$ cat config.mk
export PLATFORM = sky130hd
export DESIGN_NAME = pc_sample_region_histogram
export DESIGN_NICKNAME = d
export VERILOG_FILES = /design/src/rtl/core/psrh_pkg.sv /design/src/rtl/core/psrh_div.sv /design/src/rtl/core/pc_sample_region_histogram.sv
export SDC_FILE = /design/constraint.sdc
export NUM_CORES = 2
export LEC_CHECK = 0
export BUFFER_PORTS_ARGS = -buffer_cell sky130_fd_sc_hd__buf_2
export CORE_MARGIN = 4
export CORE_UTILIZATION = 40
export DETAILED_ROUTE_END_ITERATION = 10
export PLACE_DENSITY = 0.55
export SYNTH_ARGS = -nofsm -noshare
export SYNTH_HDL_FRONTEND = slang
export SYNTH_SLANG_ARGS = --single-unit
$ cat constraint.sdc
create_clock -name clk -period 7.9 [get_ports clk]
set_clock_uncertainty 0.15 [all_clocks]
set_input_delay 1.975 -clock clk [delete_from_list [all_inputs] [get_ports clk]]
set_output_delay 1.975 -clock clk [all_outputs]
set_load 0.01 [all_outputs]
$ cat src/rtl/core/psrh_pkg.sv
// ----------------------------------------------------------------------------
// PC sample region histogram package
// Shared types, widths and constants of the region histogram block.
// ----------------------------------------------------------------------------
package psrh_pkg;

	localparam int REGIONS_DEF = 32;
	localparam int IDX_IN_W    = 5;
	localparam int ADDR_W      = 32;
	localparam int CNT_W       = 32;
	localparam int PCT_W       = 7;
	localparam int NUM_W       = 39;
	localparam int IN_TDATA_W  = 104;
	localparam int OUT_TDATA_W = 80;
	localparam int OP_W        = 2;

	localparam logic [PCT_W-1:0] PCT_MAX   = 7'd100;
	localparam logic [NUM_W-1:0] PCT_SCALE = 39'd100;

	typedef enum logic [OP_W-1:0] {
		OP_LOAD   = 2'd0,
		OP_SAMPLE = 2'd1,
		OP_CLEAR  = 2'd2,
		OP_READ   = 2'd3
	} psrh_op_t;

	typedef enum logic [3:0] {
		ST_IDLE,
		ST_SCAN_RD,
		ST_SCAN_CMP,
		ST_CNT_RD,
		ST_MUL,
		ST_DIV,
		ST_DONE
	} psrh_state_t;

	typedef struct packed {
		logic             start;
		logic [NUM_W-1:0] num;
		logic [CNT_W-1:0] den;
	} div_req_t;

	typedef struct packed {
		logic             done;
		logic [PCT_W-1:0] pct;
	} div_rsp_t;

endpackage

$ cat src/rtl/core/psrh_div.sv
// ----------------------------------------------------------------------------
// PC sample region histogram share divider
// Bit-serial restoring divider that yields a share percentage saturated at 100.
// ----------------------------------------------------------------------------
module psrh_div import psrh_pkg::*; (
	input  logic     clk,
	input  logic     arst_n,
	input  div_req_t req,
	output div_rsp_t rsp
);

	localparam int STEP_W = $clog2(NUM_W);

	logic              busy_q;
	logic              done_q;
	logic [STEP_W-1:0] cnt_q;
	logic [NUM_W-1:0]  num_q;
	logic [CNT_W-1:0]  den_q;
	logic [CNT_W-1:0]  rem_q;
	logic [PCT_W-1:0]  quo_q;
	logic              ovf_q;

	logic [CNT_W:0]    trial;
	logic              ge;
	logic [CNT_W-1:0]  rem_d;
	logic              last;

	assign trial = {rem_q, num_q[NUM_W-1]};
	assign ge    = trial >= {1'b0, den_q};
	assign rem_d = ge ? CNT_W'(trial - {1'b0, den_q}) : trial[CNT_W-1:0];
	assign last  = cnt_q == STEP_W'(NUM_W - 1);

	always_ff @(posedge clk or negedge arst_n) begin
		if (!arst_n) begin
			busy_q <= 1'b0;
			done_q <= 1'b0;
			cnt_q  <= '0;
		end else begin
			done_q <= busy_q & last;
			if (req.start) begin
				busy_q <= 1'b1;
				cnt_q  <= '0;
			end else if (busy_q) begin
				cnt_q <= cnt_q + 1'b1;
				if (last) begin
					busy_q <= 1'b0;
				end
			end
		end
	end

	always_ff @(posedge clk) begin
		if (req.start) begin
			num_q <= req.num;
			den_q <= req.den;
			rem_q <= '0;
			quo_q <= '0;
			ovf_q <= 1'b0;
		end else if (busy_q) begin
			num_q <= {num_q[NUM_W-2:0], 1'b0};
			rem_q <= rem_d;
			quo_q <= {quo_q[PCT_W-2:0], ge};
			ovf_q <= ovf_q | quo_q[PCT_W-1];
		end
	end

	assign rsp.done = done_q;
	assign rsp.pct  = (ovf_q || (quo_q > PCT_MAX)) ? PCT_MAX : quo_q;

endmodule

$ cat src/rtl/core/pc_sample_region_histogram.sv
// ----------------------------------------------------------------------------
// PC sample region histogram
// Sampling profiler that counts program counter samples per address region.
// ----------------------------------------------------------------------------
// Each input word is one command, selected by s_tuser, and yields exactly one
// output word. A load or clear goes straight to the output. A sample examines
// the regions in index order until the first match or the last region, because
// a single comparator walks the bounds memory one region at a time, with a read
// state and a compare state per region. A read fetches the count and, when the
// total is nonzero, starts the bit-serial divider that forms the percentage one
// quotient bit per cycle; a read of an index beyond the table goes to the output.
// The block takes no new word while a command is in progress; a finished
// output word waits in its own register while the next command is accepted.
module pc_sample_region_histogram import psrh_pkg::*; #(
	parameter int REGIONS = REGIONS_DEF
) (
	input  logic                   clk,
	input  logic                   arst_n,
	input  logic                   s_tvalid,
	output logic                   s_tready,
	// region_index, lower_bound, upper_bound, program_counter, zero fill
	input  logic [IN_TDATA_W-1:0]  s_tdata,
	// op
	input  logic [OP_W-1:0]        s_tuser,
	output logic                   m_tvalid,
	input  logic                   m_tready,
	// hit, hit_region, region_count, running total, percent, no_samples, zero fill
	output logic [OUT_TDATA_W-1:0] m_tdata
);

	localparam int IDX_W = (REGIONS > 1) ? $clog2(REGIONS) : 1;

	psrh_state_t state_q, state_d;

	psrh_op_t            op;
	logic [IDX_IN_W-1:0] in_idx;
	logic [ADDR_W-1:0]   in_lo;
	logic [ADDR_W-1:0]   in_hi;
	logic [ADDR_W-1:0]   in_pc;
	logic                in_ok;
	logic [IDX_W-1:0]    in_addr;

	logic accept;
	logic out_free;
	logic ld_we;
	logic clr;
	logic scan_start;
	logic read_start;
	logic hit_we;
	logic scan_next;
	logic mul_en;
	logic pct_ld;
	logic out_ld;
	logic match;
	logic last;

	logic [2*ADDR_W-1:0] bnd_mem [REGIONS];
	logic [REGIONS-1:0]  bnd_vld_q;
	logic [2*ADDR_W-1:0] bnd_rd_q;
	logic                bnd_rv_q;

	logic [CNT_W-1:0]    hits_mem [REGIONS];
	logic [REGIONS-1:0]  hits_vld_q;
	logic [CNT_W-1:0]    hits_rd_q;
	logic                hits_rv_q;
	logic [CNT_W-1:0]    hits_val;

	logic [IDX_W-1:0]    addr_q;
	logic [ADDR_W-1:0]   pc_q;
	logic [CNT_W-1:0]    total_q;

	logic                r_hit_q;
	logic [IDX_IN_W-1:0] r_region_q;
	logic [CNT_W-1:0]    r_count_q;
	logic [PCT_W-1:0]    r_pct_q;
	logic                r_none_q;

	logic                   m_valid_q;
	logic [OUT_TDATA_W-1:0] m_data_q;

	div_req_t div_req;
	div_rsp_t div_rsp;

	assign op      = psrh_op_t'(s_tuser);
	assign in_idx  = s_tdata[4:0];
	assign in_lo   = s_tdata[36:5];
	assign in_hi   = s_tdata[68:37];
	assign in_pc   = s_tdata[100:69];
	assign in_ok   = 32'(in_idx) < 32'(REGIONS);
	assign in_addr = IDX_W'(in_idx);

	assign out_free = !m_valid_q || m_tready;
	assign hits_val = hits_rv_q ? hits_rd_q : '0;
	assign match    = bnd_rv_q && (pc_q >= bnd_rd_q[ADDR_W-1:0])
		&& (pc_q < bnd_rd_q[2*ADDR_W-1:ADDR_W]);
	assign last     = addr_q == IDX_W'(REGIONS - 1);

	always_comb begin
		state_d = state_q;
		unique case (state_q)
			ST_IDLE: begin
				if (s_tvalid) begin
					unique case (op) inside
						OP_LOAD, OP_CLEAR: state_d = ST_DONE;
						OP_SAMPLE:         state_d = ST_SCAN_RD;
						OP_READ:           state_d = in_ok ? ST_CNT_RD : ST_DONE;
						default:           state_d = ST_DONE;
					endcase
				end
			end
			ST_SCAN_RD:  state_d = ST_SCAN_CMP;
			ST_SCAN_CMP: state_d = (match || last) ? ST_DONE : ST_SCAN_RD;
			ST_CNT_RD:   state_d = ST_MUL;
			ST_MUL:      state_d = (total_q == '0) ? ST_DONE : ST_DIV;
			ST_DIV: begin
				if (div_rsp.done) begin
					state_d = ST_DONE;
				end
			end
			ST_DONE: begin
				if (out_free) begin
					state_d = ST_IDLE;
				end
			end
			default: state_d = ST_IDLE;
		endcase
	end

	always_comb begin
		s_tready   = state_q == ST_IDLE;
		accept     = s_tvalid && (state_q == ST_IDLE);
		ld_we      = accept && (op == OP_LOAD) && in_ok;
		clr        = accept && (op == OP_CLEAR);
		scan_start = accept && (op == OP_SAMPLE);
		read_start = accept && (op == OP_READ) && in_ok;
		hit_we     = (state_q == ST_SCAN_CMP) && match;
		scan_next  = (state_q == ST_SCAN_CMP) && !match && !last;
		mul_en     = state_q == ST_MUL;
		pct_ld     = (state_q == ST_DIV) && div_rsp.done;
		out_ld     = (state_q == ST_DONE) && out_free;
	end

	assign div_req.start = mul_en && (total_q != '0);
	assign div_req.num   = {{(NUM_W-CNT_W){1'b0}}, hits_val} * PCT_SCALE;
	assign div_req.den   = total_q;

	psrh_div u_div (
		.clk    (clk),
		.arst_n (arst_n),
		.req    (div_req),
		.rsp    (div_rsp)
	);

	always_ff @(posedge clk or negedge arst_n) begin
		if (!arst_n) begin
			state_q    <= ST_IDLE;
			addr_q     <= '0;
			total_q    <= '0;
			bnd_vld_q  <= '0;
			bnd_rv_q   <= 1'b0;
			hits_vld_q <= '0;
			hits_rv_q  <= 1'b0;
			m_valid_q  <= 1'b0;
		end else begin
			state_q   <= state_d;
			bnd_rv_q  <= bnd_vld_q[addr_q];
			hits_rv_q <= hits_vld_q[addr_q];
			if (ld_we) begin
				bnd_vld_q[in_addr] <= 1'b1;
			end
			if (clr) begin
				hits_vld_q <= '0;
				total_q    <= '0;
			end else if (hit_we) begin
				hits_vld_q[addr_q] <= 1'b1;
				total_q            <= total_q + 1'b1;
			end
			if (scan_start) begin
				addr_q <= '0;
			end else if (read_start) begin
				addr_q <= in_addr;
			end else if (scan_next) begin
				addr_q <= addr_q + 1'b1;
			end
			if (out_ld) begin
				m_valid_q <= 1'b1;
			end else if (m_tready) begin
				m_valid_q <= 1'b0;
			end
		end
	end

	always_ff @(posedge clk) begin
		if (ld_we) begin
			bnd_mem[in_addr] <= {in_hi, in_lo};
		end
		bnd_rd_q <= bnd_mem[addr_q];
	end

	always_ff @(posedge clk) begin
		if (hit_we) begin
			hits_mem[addr_q] <= hits_val + 1'b1;
		end
		hits_rd_q <= hits_mem[addr_q];
	end

	always_ff @(posedge clk) begin
		if (accept) begin
			pc_q       <= in_pc;
			r_hit_q    <= 1'b0;
			r_region_q <= '0;
			r_count_q  <= '0;
			r_pct_q    <= '0;
			r_none_q   <= (op == OP_READ) && (total_q == '0);
		end
		if (hit_we) begin
			r_hit_q    <= 1'b1;
			r_region_q <= IDX_IN_W'(addr_q);
		end
		if (mul_en) begin
			r_count_q <= hits_val;
		end
		if (pct_ld) begin
			r_pct_q <= div_rsp.pct;
		end
		if (out_ld) begin
			m_data_q <= {2'b00, r_none_q, r_pct_q, total_q, r_count_q, r_region_q, r_hit_q};
		end
	end

	assign m_tvalid = m_valid_q;
	assign m_tdata  = m_data_q;

endmodule
==> results.py <==
metrics = {
    "outcome": {
        "outcome": "finished clean",
    },
    "clocking": {
        "clock-sinks": 3548,
        "ctsResizeCount": 0,
        "cts_made_buffers": 372,
        "clk_pin_slew_ns": 0.06,
        "clockRootBuffer": "clkbuf_16",
        "cts.path.max_buffers": 4,
        "cts_setup_buffers": 0,
        "clkLatencyLatePin_ns": 0.95,
        "h-tree-depth": 5,
        "hold_buffers": 0,
        "cts_tree": "built",
    },
    "timing": {
        "setup_ws_ns": 2.168,
        "final.min_clock_period_ns": 5.732,
        "worst_pin_slew_ns": 1.325,
        "drv_slew": 0,
        "tns_ns": 0,
        "relSlewSlack": 0.1169,
        "hold_ws_ns": 0.2671,
        "rsz0062_at_grt": "no",
        "fmax_mhz": 174.5,
        "fin_crit_sh": 0.7256,
        "hold_viol_final": 0,
        "setup-violations-final": 0,
    },
    "synth": {
        "ys_ff_latch": 3548,
        "synthCells": 6808,
        "synth_area_per_cell_um2": 20.27,
        "syn_area_mm2": 0.1380,
        "synth_cell_types": 85,
        "ys.flop_type": "edfxtp_1",
        "synth_edf_count": 3296,
        "yosysWarningCount": 0,
        "async_flop_share": 0.03241,
        "synth_seq_area_share": 0.7579,
    },
    "worst_setup_path": {
        "crit_required_ns": 8.33,
        "cp_cell_sequence": "ha_1 -> a21oi_1 -> o21ai_0 -> a221oi_1 -> o221ai_1 -> a21oi_1 -> buf_4 -> nor4_2 -> nand2_1 -> nor2_4 -> buf_4",
        "cpMaxStageDelayCell": "nor2_4",
        "critical-path-top-delay-family": "simple AND/OR/NAND/NOR gates",
        "endpoint_kind": "flop",
        "startpoint_type": "flop",
        "critPathBufInv": 2,
        "path_class": "reg -> reg",
        "slowest_delay_ns": 1.16,
        "r2r_start": "pc_q[17]",
        "worstPathArrival_ns": 6.16,
        "critPathLaunch": "pc_q[17]",
        "worstPathMaxFanout": 24,
    },
    "floorplanning": {
        "fp-row-count": 215,
        "ios": 192,
        "initial_core_util": 0.4020,
        "dieArea_mm2": 0.3545,
        "die_y_um": 595.4,
        "core_area_mm2": 0.3433,
        "die_x_um": 595.4,
    },
    "placed_design": {
        "numPlacedInstances": 11395,
        "port_buffers": 186,
        "hpwl_um": 197000,
        "dpl_worst_slack_ns": 1.896,
        "place_congestion": 0.7820,
    },
    "grt": {
        "grt_max_degree": 123,
        "grt_usage": 0.2030,
        "grt_pass1_wl_um": 522200,
        "grt_pass1_vias": 70638,
        "gr-total-overflow": 0,
        "grt_antenna_before_repair": 44,
    },
    "worst_hold_path": {
        "hp-start": "r_pct_q[2]",
        "min_path_type": "reg -> reg",
    },
    "detailed_routing": {
        "via_count": 68870,
        "ant_nets": 0,
        "wl_per_cell_um": 30.06,
        "routed_wl_um": 364100,
        "drc": 0,
        "vias_per_cell": 5.687,
        "first_iter_violations": 6799,
        "first_pass_iters": 6,
    },
    "power_and_ir_drop": {
        "p_leak_nw": 55.03,
        "power_density_mw_per_mm2": 320.6,
        "vdd_drop_max_mv": 0.3571,
    },
    "layout": {
        "drive_gt1_frac": 0.2480,
        "final_cells": 12111,
        "fin_nets": 7555,
        "syn_to_final_growth_pct": 14.80,
    },
    "run": {
        "drv_cap": 0,
    },
}
[worst reg2reg max path, cell delays in order (launching register included)]
cell and delay (ns):
edfxtp_1 0.40, ha_1 0.32, a21oi_1 0.06, o21ai_0 0.72, a221oi_1 0.39, o221ai_1 0.27
a21oi_1 0.06, buf_4 0.22, nor4_2 0.51, nand2_1 0.58, nor2_4 1.17, buf_4 0.49
[layer usage]
layer / routed length, µm / share of wire / vias up / global-route usage
li1: - / - / 28884 / -
met3: 21010 / 0.058 / 531 / 0.02676
met1: 151600 / 0.42 / 37236 / 0.2790
met4: 9981 / 0.027 / 2 / 0.05165
met5: 13 / 0.000036 / - / 0
met2: 181500 / 0.50 / 2217 / 0.3438
[synthesized netlist by cell type, types with 57 or more instances]
| library cell | instances | area, µm² |
|---|---|---|
| nor2_1 | 194 | 728.2 |
| mux4_2 | 784 | 17660 |
| a21oi_1 | 122 | 610.6 |
| o21ai_0 | 89 | 445.4 |
| inv_1 | 259 | 972.2 |
| buf_1 | 87 | 326.6 |
| nand2_1 | 176 | 660.6 |
| xor2_1 | 57 | 499.2 |
| edfxtp_1 | 3296 | 98970 |
| a22oi_1 | 394 | 2958 |
| dfrtp_1 | 115 | 2878 |
| nand4_1 | 131 | 819.5 |
| ha_1 | 205 | 2565 |
| clkbuf_1 | 233 | 874.6 |
| dfxtp_1 | 137 | 2743 |
[stage by stage]
step	instance area, µm²	power, mW	utilization
final	158400	50.80	0.4615
after global routing	158400	52.96	0.4614
after CTS	158300	51.39	0.4612
after detailed placement	145900	33.68	0.4250
after global placement	145900	33.64	0.4250
after floorplan	138000	29.88	-
[power breakdown]
group	internal (mW)	switching [mW]	total (mW)
clock network	10.4	7.33	17.7
logic	4.45	6.60	11.0
registers	21.4	0.612	22.0
total	36.3	14.5	50.8
[cell families after synthesis]
| family | share of synthesized area |
|---|---|
| AOI/OAI and AO/OA | 0.04075 |
| xor gates and xnor gates | 0.007045 |
| adders and majority gates | 0.02265 |
| buffers and inverters | 0.01641 |
| DFF | 0.7579 |
| muxes | 0.1299 |
| other | 0.00002717 |
| and+or+nand+nor | 0.02529 |
[flip-flops by register name (all words and copies together), names as in the netlist, 37 cells and up]
register     count
hits_mem      1024
u_div.num_q     37
bnd_rd_q        64
bnd_mem       2048
m_tdata         78
[path summary, 6_finish.rpt]
path | to | slack (ns) | depth (start not counted)
hold reg to reg | m_tdata[72] | 0.27 | 0
setup / recovery | hits_mem[28][28] | 2.17 | 11
setup reg to reg | hits_mem[28][28] | 2.17 | 11
hold / removal | m_tdata[72] | 0.27 | 0
max in group asynchronous | hits_rv_q | 5.06 | 2
min in group asynchronous | total_q[17] | 0.97 | 1
[cells in the final DEF, fill, tap and decap left out, types with 16 or more instances in the layout]
cell / instances
nor3_1: 18
and3_1: 17
xnor2_1: 28
a21o_1: 39
nor2_1: 129
fa_1: 28
o21ai_0: 89
nor2_4: 65
or2_2: 35
buf_12: 34
o21a_1: 32
a21oi_1: 121
nand3_1: 38
nand4_1: 131
buf_2: 185
clkbuf_8: 25
nand2_1: 174
ha_1: 205
bufinv_16: 42
edfxtp_1: 3296
o21ai_1: 21
clkinv_2: 68
xnor2_2: 21
clkbuf_1: 79
inv_1: 258
mux2i_1: 27
mux4_2: 784
dfxtp_1: 137
dfrtp_1: 111
buf_4: 140
clkinv_1: 53
xor2_1: 54
diode_2: 25
a211oi_1: 16
clkbuf_16: 375
a22oi_1: 394
[cell type report]
| class | instances | area [µm²] |
|---|---|---|
| diodes | 25 | 62.56 |
| clock buffers | 479 | 10020 |
| clock inverters | 212 | 2395 |
| fillers | 28835 | 184800 |
| inverters | 260 | 975.9 |
| multi-input cells | 2671 | 32000 |
| flip-flops and latches | 3548 | 104600 |
| well taps | 4557 | 5702 |
| repair buffers | 359 | 2658 |
(Power assumes the default switching activity.)
